[config.mk]
export PLATFORM = sky130hd
export DESIGN_NAME = length_framed_crc16_receiver_top_flat
export DESIGN_NICKNAME = d
export VERILOG_FILES = /design/src/lfcr_pkg.sv /design/src/lfcr_if.sv /design/src/length_framed_crc16_receiver_top.sv /design/src/lfcr_ctrl.sv /design/src/lfcr_datapath.sv /design/src/flat_wrapper.sv
export SDC_FILE = /design/constraint.sdc
export NUM_CORES = 1
export LEC_CHECK = 0
export BUFFER_PORTS_ARGS = -buffer_cell sky130_fd_sc_hd__buf_2
export CAP_MARGIN = 20
export CORE_MARGIN = 5
export CORE_UTILIZATION = 25
export CTS_BUF_LIST = sky130_fd_sc_hd__clkbuf_8
export DETAILED_ROUTE_END_ITERATION = 16
export SYNTH_ARGS = -nofsm -noshare
export SYNTH_HDL_FRONTEND = slang
export SYNTH_SLANG_ARGS = --single-unit
[constraint.sdc]
create_clock -name clock -period 3.1 [get_ports clock]
set_clock_uncertainty 0.15 [all_clocks]
set_input_delay 0.62 -clock clock [delete_from_list [all_inputs] [get_ports clock]]
set_output_delay 0.62 -clock clock [all_outputs]
set_load 0.01 [all_outputs]
[src/lfcr_pkg.sv]
// ----------------------------------------------------------------------------
// lfcr_pkg
// Shared types, constants and the CRC-16 byte update for the framed receiver.
// ----------------------------------------------------------------------------
package lfcr_pkg;

   localparam int MAX_PAYLOAD = 32;

   localparam int BYTE_W  = 8;
   localparam int CFG_W   = 6;
   localparam int KIND_W  = 3;

   localparam logic [CFG_W-1:0]  MAX_LENGTH_RESET = 6'd34;
   localparam logic [BYTE_W-1:0] START_BYTE       = 8'h02;
   localparam logic [BYTE_W-1:0] END_BYTE         = 8'h03;
   localparam logic [15:0]       CRC_POLY         = 16'h1021;
   localparam logic [15:0]       CRC_INIT         = 16'hFFFF;

   localparam logic [KIND_W-1:0] EV_BYTE    = 3'd0;
   localparam logic [KIND_W-1:0] EV_EMPTY   = 3'd1;
   localparam logic [KIND_W-1:0] EV_LEN_ERR = 3'd2;
   localparam logic [KIND_W-1:0] EV_CRC_ERR = 3'd3;
   localparam logic [KIND_W-1:0] EV_ETX_ERR = 3'd4;

   typedef enum logic [2:0] {
      ST_HUNT,
      ST_LEN,
      ST_DATA,
      ST_CRCH,
      ST_CRCL,
      ST_ETX,
      ST_BURST
   } state_type;

   // controller -> datapath
   typedef struct packed {
      logic              load_len;
      logic              store_data;
      logic              load_crch;
      logic              post_err;
      logic [KIND_W-1:0] err_kind;
      logic              post_empty;
      logic              start_burst;
      logic              burst;
   } cmd_type;

   // datapath -> controller
   typedef struct packed {
      logic is_start;
      logic len_bad;
      logic len_two;
      logic data_last;
      logic crc_ok;
      logic is_etx;
      logic empty_frame;
      logic out_free;
      logic burst_done;
   } status_type;

   // CRC-16/IBM-3740, MSB first, one byte
   function automatic logic [15:0] crc16_byte(input logic [15:0] crc_i,
                                              input logic [BYTE_W-1:0] b);
      logic [15:0] c;
      c = crc_i ^ {b, 8'h00};
      for (int i = 0; i < 8; i++) begin
         if (c[15]) begin
            c = {c[14:0], 1'b0} ^ CRC_POLY;
         end else begin
            c = {c[14:0], 1'b0};
         end
      end
      return c;
   endfunction

endpackage

[src/lfcr_if.sv]
// ----------------------------------------------------------------------------
// lfcr_if
// Valid/ready channels of the framed receiver: bytes in, events out, csr write.
// ----------------------------------------------------------------------------
interface lfcr_req_if;
   logic       valid;
   logic       ready;
   logic [7:0] rx_byte;

   modport source (output valid, output rx_byte, input ready);
   modport sink   (input valid, input rx_byte, output ready);
endinterface

interface lfcr_rsp_if;
   logic       valid;
   logic       ready;
   logic [2:0] event_kind;
   logic [7:0] payload_byte;
   logic       last_item;

   modport source (output valid, output event_kind, output payload_byte,
                   output last_item, input ready);
   modport sink   (input valid, input event_kind, input payload_byte,
                   input last_item, output ready);
endinterface

interface lfcr_csr_if;
   logic       valid;
   logic       ready;
   logic [5:0] wdata;

   modport source (output valid, output wdata, input ready);
   modport sink   (input valid, input wdata, output ready);
endinterface

[src/length_framed_crc16_receiver_top.sv]
// ----------------------------------------------------------------------------
// length_framed_crc16_receiver_top
// STX / length / payload / CRC-16 / ETX frame receiver with payload burst out.
// ----------------------------------------------------------------------------
// Usage:
//   req_if carries one received byte per item. rsp_if carries events: payload
//   bytes of a good frame (last one marked), an empty-frame item, or a single
//   length, CRC or ETX error item. csr_if writes max_length; it is always ready.
//   The user writes it only while the block is idle; this is not enforced.
// Throughput:
//   In the header, payload and CRC phases a byte is taken every cycle unless
//   it must wait for the output slot; the CRC-16 update of one byte is
//   combinational. An error or empty frame item is valid the cycle after the
//   byte that causes it. After a good ETX the payload store is read out
//   through its registered port into the pending stage and the output
//   register, one item per cycle while rsp_if.ready is high; req_if is held
//   off until the burst is done.
// Reset:
//   Synchronous, active high. Returns to the STX hunt, max_length becomes 34.
//   The payload store is not cleared; it is always written before it is read.
// Stall:
//   One output register holds a waiting item. Bytes that cannot raise an
//   event are still taken; a byte that may raise one waits for the slot, and
//   the burst pauses while rsp_if.ready is low.
// ----------------------------------------------------------------------------
module length_framed_crc16_receiver_top #(
   parameter int MAX_PAYLOAD = lfcr_pkg::MAX_PAYLOAD
) (
   input  logic   clock,
   input  logic   reset,
   lfcr_req_if.sink   req_if,
   lfcr_rsp_if.source rsp_if,
   lfcr_csr_if.sink   csr_if
);
   import lfcr_pkg::*;

   cmd_type    cmd;
   status_type status;
   logic       req_ready;

   assign req_if.ready = req_ready;
   assign csr_if.ready = 1'b1;

   lfcr_ctrl u_ctrl (
      .clock     (clock),
      .reset     (reset),
      .req_valid (req_if.valid),
      .req_ready (req_ready),
      .status    (status),
      .cmd       (cmd)
   );

   lfcr_datapath #(
      .MAX_PAYLOAD (MAX_PAYLOAD)
   ) u_datapath (
      .clock     (clock),
      .reset     (reset),
      .rx_byte   (req_if.rx_byte),
      .csr_write (csr_if.valid),
      .csr_wdata (csr_if.wdata),
      .rsp_ready (rsp_if.ready),
      .rsp_valid (rsp_if.valid),
      .rsp_kind  (rsp_if.event_kind),
      .rsp_byte  (rsp_if.payload_byte),
      .rsp_last  (rsp_if.last_item),
      .cmd       (cmd),
      .status    (status)
   );

endmodule

[src/lfcr_ctrl.sv]
// ----------------------------------------------------------------------------
// lfcr_ctrl
// Frame state machine: walks STX, length, payload, CRC, ETX and the burst.
// ----------------------------------------------------------------------------
module lfcr_ctrl (
   input  logic                clock,
   input  logic                reset,
   input  logic                req_valid,
   output logic                req_ready,
   input  lfcr_pkg::status_type status,
   output lfcr_pkg::cmd_type    cmd
);
   import lfcr_pkg::*;

   state_type state_ff;
   state_type state_in;
   logic      take;

   always_ff @(posedge clock) begin
      if (reset) begin
         state_ff <= ST_HUNT;
      end else begin
         state_ff <= state_in;
      end
   end

   always_comb begin
      state_in  = state_ff;
      cmd       = '0;
      req_ready = 1'b0;

      // bytes that may post an event need the output slot
      unique case (state_ff)
         ST_HUNT, ST_DATA, ST_CRCH: req_ready = 1'b1;
         ST_LEN, ST_CRCL, ST_ETX:   req_ready = status.out_free;
         default:                   req_ready = 1'b0;
      endcase
      take = req_valid && req_ready;

      unique case (state_ff)
         ST_HUNT: begin
            if (take && status.is_start) begin
               state_in = ST_LEN;
            end
         end
         ST_LEN: begin
            if (take) begin
               if (status.len_bad) begin
                  cmd.post_err = 1'b1;
                  cmd.err_kind = EV_LEN_ERR;
                  state_in     = ST_HUNT;
               end else begin
                  cmd.load_len = 1'b1;
                  state_in     = status.len_two ? ST_CRCH : ST_DATA;
               end
            end
         end
         ST_DATA: begin
            if (take) begin
               cmd.store_data = 1'b1;
               if (status.data_last) begin
                  state_in = ST_CRCH;
               end
            end
         end
         ST_CRCH: begin
            if (take) begin
               cmd.load_crch = 1'b1;
               state_in      = ST_CRCL;
            end
         end
         ST_CRCL: begin
            if (take) begin
               if (!status.crc_ok) begin
                  cmd.post_err = 1'b1;
                  cmd.err_kind = EV_CRC_ERR;
                  state_in     = ST_HUNT;
               end else begin
                  state_in = ST_ETX;
               end
            end
         end
         ST_ETX: begin
            if (take) begin
               if (!status.is_etx) begin
                  cmd.post_err = 1'b1;
                  cmd.err_kind = EV_ETX_ERR;
                  state_in     = ST_HUNT;
               end else if (status.empty_frame) begin
                  cmd.post_empty = 1'b1;
                  state_in       = ST_HUNT;
               end else begin
                  cmd.start_burst = 1'b1;
                  state_in        = ST_BURST;
               end
            end
         end
         ST_BURST: begin
            cmd.burst = 1'b1;
            if (status.burst_done) begin
               state_in = ST_HUNT;
            end
         end
         default: state_in = ST_HUNT;
      endcase
   end

   // a good ETX with payload always leads into the burst
   a_etx_to_burst: assert property (@(posedge clock) disable iff (reset)
      (state_ff == ST_ETX && take && status.is_etx && !status.empty_frame)
      |=> (state_ff == ST_BURST))
      else $error("good ETX did not start the payload burst");

endmodule

[src/lfcr_datapath.sv]
// ----------------------------------------------------------------------------
// lfcr_datapath
// Length/CRC registers, payload store, burst read pipe and output register.
// ----------------------------------------------------------------------------
module lfcr_datapath #(
   parameter int MAX_PAYLOAD = lfcr_pkg::MAX_PAYLOAD
) (
   input  logic                           clock,
   input  logic                           reset,
   input  logic [lfcr_pkg::BYTE_W-1:0]    rx_byte,
   input  logic                           csr_write,
   input  logic [lfcr_pkg::CFG_W-1:0]     csr_wdata,
   input  logic                           rsp_ready,
   output logic                           rsp_valid,
   output logic [lfcr_pkg::KIND_W-1:0]    rsp_kind,
   output logic [lfcr_pkg::BYTE_W-1:0]    rsp_byte,
   output logic                           rsp_last,
   input  lfcr_pkg::cmd_type              cmd,
   output lfcr_pkg::status_type           status
);
   import lfcr_pkg::*;

   localparam int LEN_W = $clog2(MAX_PAYLOAD + 3);
   localparam int AW    = (MAX_PAYLOAD > 1) ? $clog2(MAX_PAYLOAD) : 1;
   localparam logic [BYTE_W-1:0] LEN_LIMIT = BYTE_W'(MAX_PAYLOAD + 2);

   logic [CFG_W-1:0]  max_length_ff;
   logic [LEN_W-1:0]  frame_len_ff;
   logic [LEN_W-1:0]  byte_cnt_ff;
   logic [LEN_W-1:0]  byte_cnt_in;
   logic [15:0]       crc_ff;
   logic [7:0]        crch_ff;
   logic [LEN_W-1:0]  n_len;
   logic [LEN_W:0]    done_sum;

   logic [BYTE_W-1:0] mem [MAX_PAYLOAD];
   logic [LEN_W-1:0]  rd_cnt_ff;
   logic [BYTE_W-1:0] rd_data_ff;
   logic              pend_ff;
   logic              pend_last_ff;
   logic              issue;
   logic              move;

   logic              out_valid_ff;
   logic [KIND_W-1:0] out_kind_ff;
   logic [BYTE_W-1:0] out_byte_ff;
   logic              out_last_ff;

   always_ff @(posedge clock) begin
      if (reset) begin
         max_length_ff <= MAX_LENGTH_RESET;
      end else if (csr_write) begin
         max_length_ff <= csr_wdata;
      end
   end

   assign byte_cnt_in = byte_cnt_ff + LEN_W'(1);
   assign done_sum    = (LEN_W+1)'(byte_cnt_in) + (LEN_W+1)'(2);
   assign n_len       = frame_len_ff - LEN_W'(2);

   always_ff @(posedge clock) begin
      if (reset) begin
         frame_len_ff <= '0;
         byte_cnt_ff  <= '0;
         crc_ff       <= CRC_INIT;
         crch_ff      <= '0;
      end else begin
         if (cmd.load_len) begin
            frame_len_ff <= rx_byte[LEN_W-1:0];
            byte_cnt_ff  <= '0;
            crc_ff       <= crc16_byte(CRC_INIT, rx_byte);
         end else if (cmd.store_data) begin
            byte_cnt_ff <= byte_cnt_in;
            crc_ff      <= crc16_byte(crc_ff, rx_byte);
         end
         if (cmd.load_crch) begin
            crch_ff <= rx_byte;
         end
      end
   end

   always_ff @(posedge clock) begin
      if (cmd.store_data) begin
         mem[byte_cnt_ff[AW-1:0]] <= rx_byte;
      end
   end

   // burst: memory read -> pending stage -> output register
   assign move  = pend_ff && (!out_valid_ff || rsp_ready);
   assign issue = cmd.burst && (rd_cnt_ff != n_len) && (!pend_ff || move);

   always_ff @(posedge clock) begin
      if (issue) begin
         rd_data_ff   <= mem[rd_cnt_ff[AW-1:0]];
         pend_last_ff <= (rd_cnt_ff + LEN_W'(1)) == n_len;
      end
   end

   always_ff @(posedge clock) begin
      if (reset) begin
         rd_cnt_ff <= '0;
         pend_ff   <= 1'b0;
      end else begin
         if (cmd.start_burst) begin
            rd_cnt_ff <= '0;
         end else if (issue) begin
            rd_cnt_ff <= rd_cnt_ff + LEN_W'(1);
         end
         if (issue) begin
            pend_ff <= 1'b1;
         end else if (move) begin
            pend_ff <= 1'b0;
         end
      end
   end

   always_ff @(posedge clock) begin
      if (reset) begin
         out_valid_ff <= 1'b0;
      end else if (cmd.post_err || cmd.post_empty || move) begin
         out_valid_ff <= 1'b1;
      end else if (rsp_ready) begin
         out_valid_ff <= 1'b0;
      end
   end

   always_ff @(posedge clock) begin
      if (cmd.post_err) begin
         out_kind_ff <= cmd.err_kind;
         out_byte_ff <= '0;
         out_last_ff <= 1'b1;
      end else if (cmd.post_empty) begin
         out_kind_ff <= EV_EMPTY;
         out_byte_ff <= '0;
         out_last_ff <= 1'b1;
      end else if (move) begin
         out_kind_ff <= EV_BYTE;
         out_byte_ff <= rd_data_ff;
         out_last_ff <= pend_last_ff;
      end
   end

   assign rsp_valid = out_valid_ff;
   assign rsp_kind  = out_kind_ff;
   assign rsp_byte  = out_byte_ff;
   assign rsp_last  = out_last_ff;

   always_comb begin
      status.is_start    = rx_byte == START_BYTE;
      status.len_bad     = (rx_byte < BYTE_W'(2)) ||
                           (rx_byte > BYTE_W'(max_length_ff)) ||
                           (rx_byte > LEN_LIMIT);
      status.len_two     = rx_byte == BYTE_W'(2);
      status.data_last   = done_sum >= (LEN_W+1)'(frame_len_ff);
      status.crc_ok      = {crch_ff, rx_byte} == crc_ff;
      status.is_etx      = rx_byte == END_BYTE;
      status.empty_frame = frame_len_ff == LEN_W'(2);
      status.out_free    = !out_valid_ff || rsp_ready;
      status.burst_done  = (rd_cnt_ff == n_len) && !pend_ff;
   end

   a_post_slot_free: assert property (@(posedge clock) disable iff (reset)
      (cmd.post_err || cmd.post_empty) |-> (!out_valid_ff || rsp_ready) && !pend_ff)
      else $error("event posted over an undelivered item");

   a_store_in_frame: assert property (@(posedge clock) disable iff (reset)
      cmd.store_data |-> (byte_cnt_ff < n_len))
      else $error("payload write beyond frame length");

   a_read_in_frame: assert property (@(posedge clock) disable iff (reset)
      cmd.burst |-> (rd_cnt_ff <= n_len) && (n_len != '0))
      else $error("burst read counter out of range");

endmodule

[src/flat_wrapper.sv]
// flat-port wrapper written by rule: the top's interface ports become plain ports
module length_framed_crc16_receiver_top_flat import lfcr_pkg::*;
#(
   parameter int MAX_PAYLOAD = lfcr_pkg::MAX_PAYLOAD
)
  (clock, reset, req_if_valid, req_if_rx_byte, req_if_ready, rsp_if_valid, rsp_if_event_kind, rsp_if_payload_byte, rsp_if_last_item, rsp_if_ready, csr_if_valid, csr_if_wdata, csr_if_ready);
  lfcr_req_if req_if_i ();
  lfcr_rsp_if rsp_if_i ();
  lfcr_csr_if csr_if_i ();
  input  logic clock;
  input  logic reset;
  input wire logic [$bits(req_if_i.valid)-1:0] req_if_valid;
  input wire logic [$bits(req_if_i.rx_byte)-1:0] req_if_rx_byte;
  output wire logic [$bits(req_if_i.ready)-1:0] req_if_ready;
  output wire logic [$bits(rsp_if_i.valid)-1:0] rsp_if_valid;
  output wire logic [$bits(rsp_if_i.event_kind)-1:0] rsp_if_event_kind;
  output wire logic [$bits(rsp_if_i.payload_byte)-1:0] rsp_if_payload_byte;
  output wire logic [$bits(rsp_if_i.last_item)-1:0] rsp_if_last_item;
  input wire logic [$bits(rsp_if_i.ready)-1:0] rsp_if_ready;
  input wire logic [$bits(csr_if_i.valid)-1:0] csr_if_valid;
  input wire logic [$bits(csr_if_i.wdata)-1:0] csr_if_wdata;
  output wire logic [$bits(csr_if_i.ready)-1:0] csr_if_ready;
  assign req_if_i.valid = req_if_valid;
  assign req_if_i.rx_byte = req_if_rx_byte;
  assign req_if_ready = req_if_i.ready;
  assign rsp_if_valid = rsp_if_i.valid;
  assign rsp_if_event_kind = rsp_if_i.event_kind;
  assign rsp_if_payload_byte = rsp_if_i.payload_byte;
  assign rsp_if_last_item = rsp_if_i.last_item;
  assign rsp_if_i.ready = rsp_if_ready;
  assign csr_if_i.valid = csr_if_valid;
  assign csr_if_i.wdata = csr_if_wdata;
  assign csr_if_ready = csr_if_i.ready;
  length_framed_crc16_receiver_top #(.MAX_PAYLOAD(MAX_PAYLOAD)) u_core (.clock(clock), .reset(reset), .req_if(req_if_i), .rsp_if(rsp_if_i), .csr_if(csr_if_i));
endmodule
==> run summary <==
status -> finished, final reports clean
CTS tree -> built
first-pass GRT wire length -> 51,000 um
crit share post-route -> 0.934
Avg Cell Area, Syn -> 15.4 sq um
CTS H-tree lvls -> 2
critical path arrival -> 3.22 ns
Initial Util -> 0.253
via count -> 8,109
register bit total from synthesis -> 330
Seq pwr share -> 0.572
row count -> 87
clock sinks -> 330
most common cell in the netlist -> edfxtp_1
setup bufs post-CTS -> 0
share of layout cells above drive strength 1 -> 0.250
switching pwr -> 1.84 mW
synth top area cells -> edfxtp_1 (56%), mux4_2 (13%), dfxtp_1 (8.7%)
Detail Placement HPWL -> 22,400 um
critical path class -> register to register
setup TNS -> 0 ns
Worst Path Required -> 3.42 ns
CTS Hold Buffers Added -> 0
Die X -> 249 um
CP Cell Sequence -> buf_4 -> ha_2 -> nand3_1 -> xor2_1 -> xnor2_1 -> ha_1 -> a21o_1 -> a211oi_1 -> o21ai_1 -> a21oi_2 -> a211oi_1 -> a221oi_1
GRT Total Usage -> 0.106
detail-routed via count per cell -> 4.44
f_max -> 346 MHz
post-synthesis net count -> 965
initial DRC count -> 620
Worst-Margin Slew -> 0.537 ns
CTS buffer count -> 52
count of final setup violators -> 0
CTS max path bufs -> 3
Slowest-stage cell, CP -> dfxtp_1
Clock Power Share -> 0.397
synthesized area -> 0.0142 sq mm
Slew Limit Fails -> 0
routed wire length -> 33,400 um
Final Cell Area -> 0.0167 sq mm
post-layout power -> 8.42 mW
initial antenna violation count -> 2
fraction of power spent switching nets -> 0.218
Slowest Stage Delay on Critical Path -> 0.33 ns
worst-path fanout max -> 6
Final Util -> 0.296
CP Capture Type -> register
Max rail drop VDD -> 0.284 mV
vias in the first global route -> 8,368
TritonRoute pass-1 iters -> 5
Lkg Pwr -> 5.47 nW
area grow syn2layout -> 17.2%
Clock Pin Slew Worst Setup and Hold Paths -> 0.06 ns
Core ar. -> 0.0564 sq mm
fillcell total -> 5,679
Hold Vio Cnt, Final -> 0
residual DRC count -> 0
Worst path top cell family by delay -> compound AO/OA/AOI/OAI gates
relative slew slack -> 0.642
Hold WC Path Type -> input port to register
internal power -> 6.58 mW
critical path's most frequent cell -> a211oi_1
post-detailed-route count of antenna-violating nets -> 0
Post-synth top cells -> edfxtp_1 (268), mux4_2 (80), nor2_1 (77)
Comb pwr share -> 0.030
die footprint -> 0.0619 sq mm
Final GP Congestion -> 0.822
grt ovf -> 0
startpoint types -> register
WL per Instance -> 18.3 um
async set-reset flop share out of synthesis -> 0
latest clock arrival within the worst-skew pair -> 0.59 ns
Top FF cell, synth -> edfxtp_1
final hold slack -> 0.129 ns
Synth top area share -> 0.565
DIE HEIGHT -> 249 um
Max-Cap Viols -> 0
CTS Root Cell -> clkbuf_8
I/O pins -> 34
NumNets Final -> 1,065
WP buf/inv -> 1
Yosys cell types -> 66
Syn Inst Count -> 926
Pwr Density -> 504 mW/mm^2
IO Port Bufs -> 32
number of synthesized flops with an enable pin -> 268
post-CTS sizing -> 0
Yosys top cell by area -> edfxtp_1
Seq/Total Area, Yosys -> 0.652
largest net degree at the start of global routing -> 37
min cycle time layout -> 2.89 ns
Post-Place Cell Area -> 0.0157 sq mm
Synthesis Warnings -> 0
-- layout make-up --
| cell class | count | area (sq um) | area share |
|---|---|---|---|
| flip-flops and latches | 330 | 9290 | 0.556 |
| multi-input cells | 518 | 4660 | 0.279 |
| well taps | 756 | 946 | 0.0566 |
| clock buffers | 57 | 785 | 0.0470 |
| repair buffers | 101 | 753 | 0.0451 |
| clock inverters | 41 | 181 | 0.0109 |
| inverters | 23 | 86.3 | 0.00517 |
| diodes | 1 | 2.50 | 0.000150 |
-- state kept, by name, summed over array words and instances (netlist names), 3 cells and up --
signal and count:
u_core.u_datapath.crc_ff 16, u_core.u_datapath.rsp_byte 8, u_core.u_datapath.rsp_kind 3, u_core.u_datapath.rd_data_ff 8
u_core.u_datapath.max_length_ff 6, u_core.u_datapath.frame_len_ff 6, u_core.u_datapath.byte_cnt_ff 6, u_core.u_datapath.mem 256
u_core.u_datapath.rd_cnt_ff 6, u_core.u_datapath.crch_ff 8, u_core.u_ctrl.state_ff 3
-- final timing paths --
check | from | endpoint | slack (ns) | cells after the start
setup / recovery | u_core.u_datapath.byte_cnt_ff[0]$_SDFFE_PP0P_ | u_core.u_ctrl.state_ff[0]$_SDFFE_PP0P_ | 0.21 | 12
hold / removal | csr_if_wdata[0] | u_core.u_datapath.max_length_ff[0]$_SDFFE_PP0P_ | 0.13 | 3
setup reg to reg | u_core.u_datapath.byte_cnt_ff[0]$_SDFFE_PP0P_ | u_core.u_ctrl.state_ff[0]$_SDFFE_PP0P_ | 0.21 | 12
hold reg to reg | u_core.u_datapath.rsp_byte[5]$_SDFFE_PP0P_ | u_core.u_datapath.rsp_byte[5]$_SDFFE_PP0P_ | 0.31 | 2
-- metrics by stage --
| stage | std cells | setup slack [ns] |
|---|---|---|
| after detailed placement | 1728 | 0.101 |
| after floorplan | 926 | 0.284 |
| after CTS | 1826 | 0.0748 |
| after global routing | 1827 | -0.0168 |
| after global placement | 1728 | 0.153 |
| final | 1827 | 0.206 |
-- placed cells by master, fill, tap and decap left out, drive strengths merged, types with 13 or more instances in the layout --
| cell | Yosys | routed |
|---|---|---|
| edfxtp | 268 | 268 |
| buf | 20 | 101 |
| mux4 | 80 | 80 |
| nor2 | 77 | 77 |
| nand2 | 72 | 72 |
| dfxtp | 62 | 62 |
| clkbuf | 35 | 57 |
| inv | 23 | 48 |
| xor2 | 43 | 43 |
| a21oi | 36 | 36 |
| xnor2 | 32 | 32 |
| ha | 20 | 20 |
| o21ai | 15 | 15 |
| clkinv | 0 | 14 |
| o211ai | 13 | 13 |
-- tightest hold or removal path: stages --
cell and delay [ns]:
buf_2 0.08, mux2i_1 0.05, nor2_1 0.07
-- routing by layer --
| metal | GRT usage | part of all wire | up-vias |
|---|---|---|---|
| met5 | 0 | 0.00036 | - |
| met4 | 0.0397 | 0.031 | 2 |
| met3 | 0.0210 | 0.049 | 58 |
| met2 | 0.184 | 0.51 | 201 |
| met1 | 0.131 | 0.41 | 4102 |
| li1 | - | - | 3746 |
-- power groups by stage --
stage	Combinational [mW]	Sequential (mW)	Clock [mW]
floorplan	0.104	4.92	0
global placement	0.254	4.91	0
detailed placement	0.260	4.91	0
CTS	0.261	4.82	3.46
global route	0.283	4.82	3.68
finish	0.255	4.82	3.35
-- kinds of logic (layout without fill, tap and decap cells) --
group,count (synthesis),count (layout),share of synthesized area
AO/OA/AOI/OAI,102,102,0.0479
XOR/XNOR,75,75,0.0461
adder cells (fa/ha/maj),20,20,0.0176
buffers and inverters,78,222,0.0244
flip-flops,330,330,0.652
multiplexers,98,98,0.140
other,1,2,0.000263
AND/OR/NAND/NOR,222,222,0.0720
No activity file was read; power rests on OpenSTA's default activity.
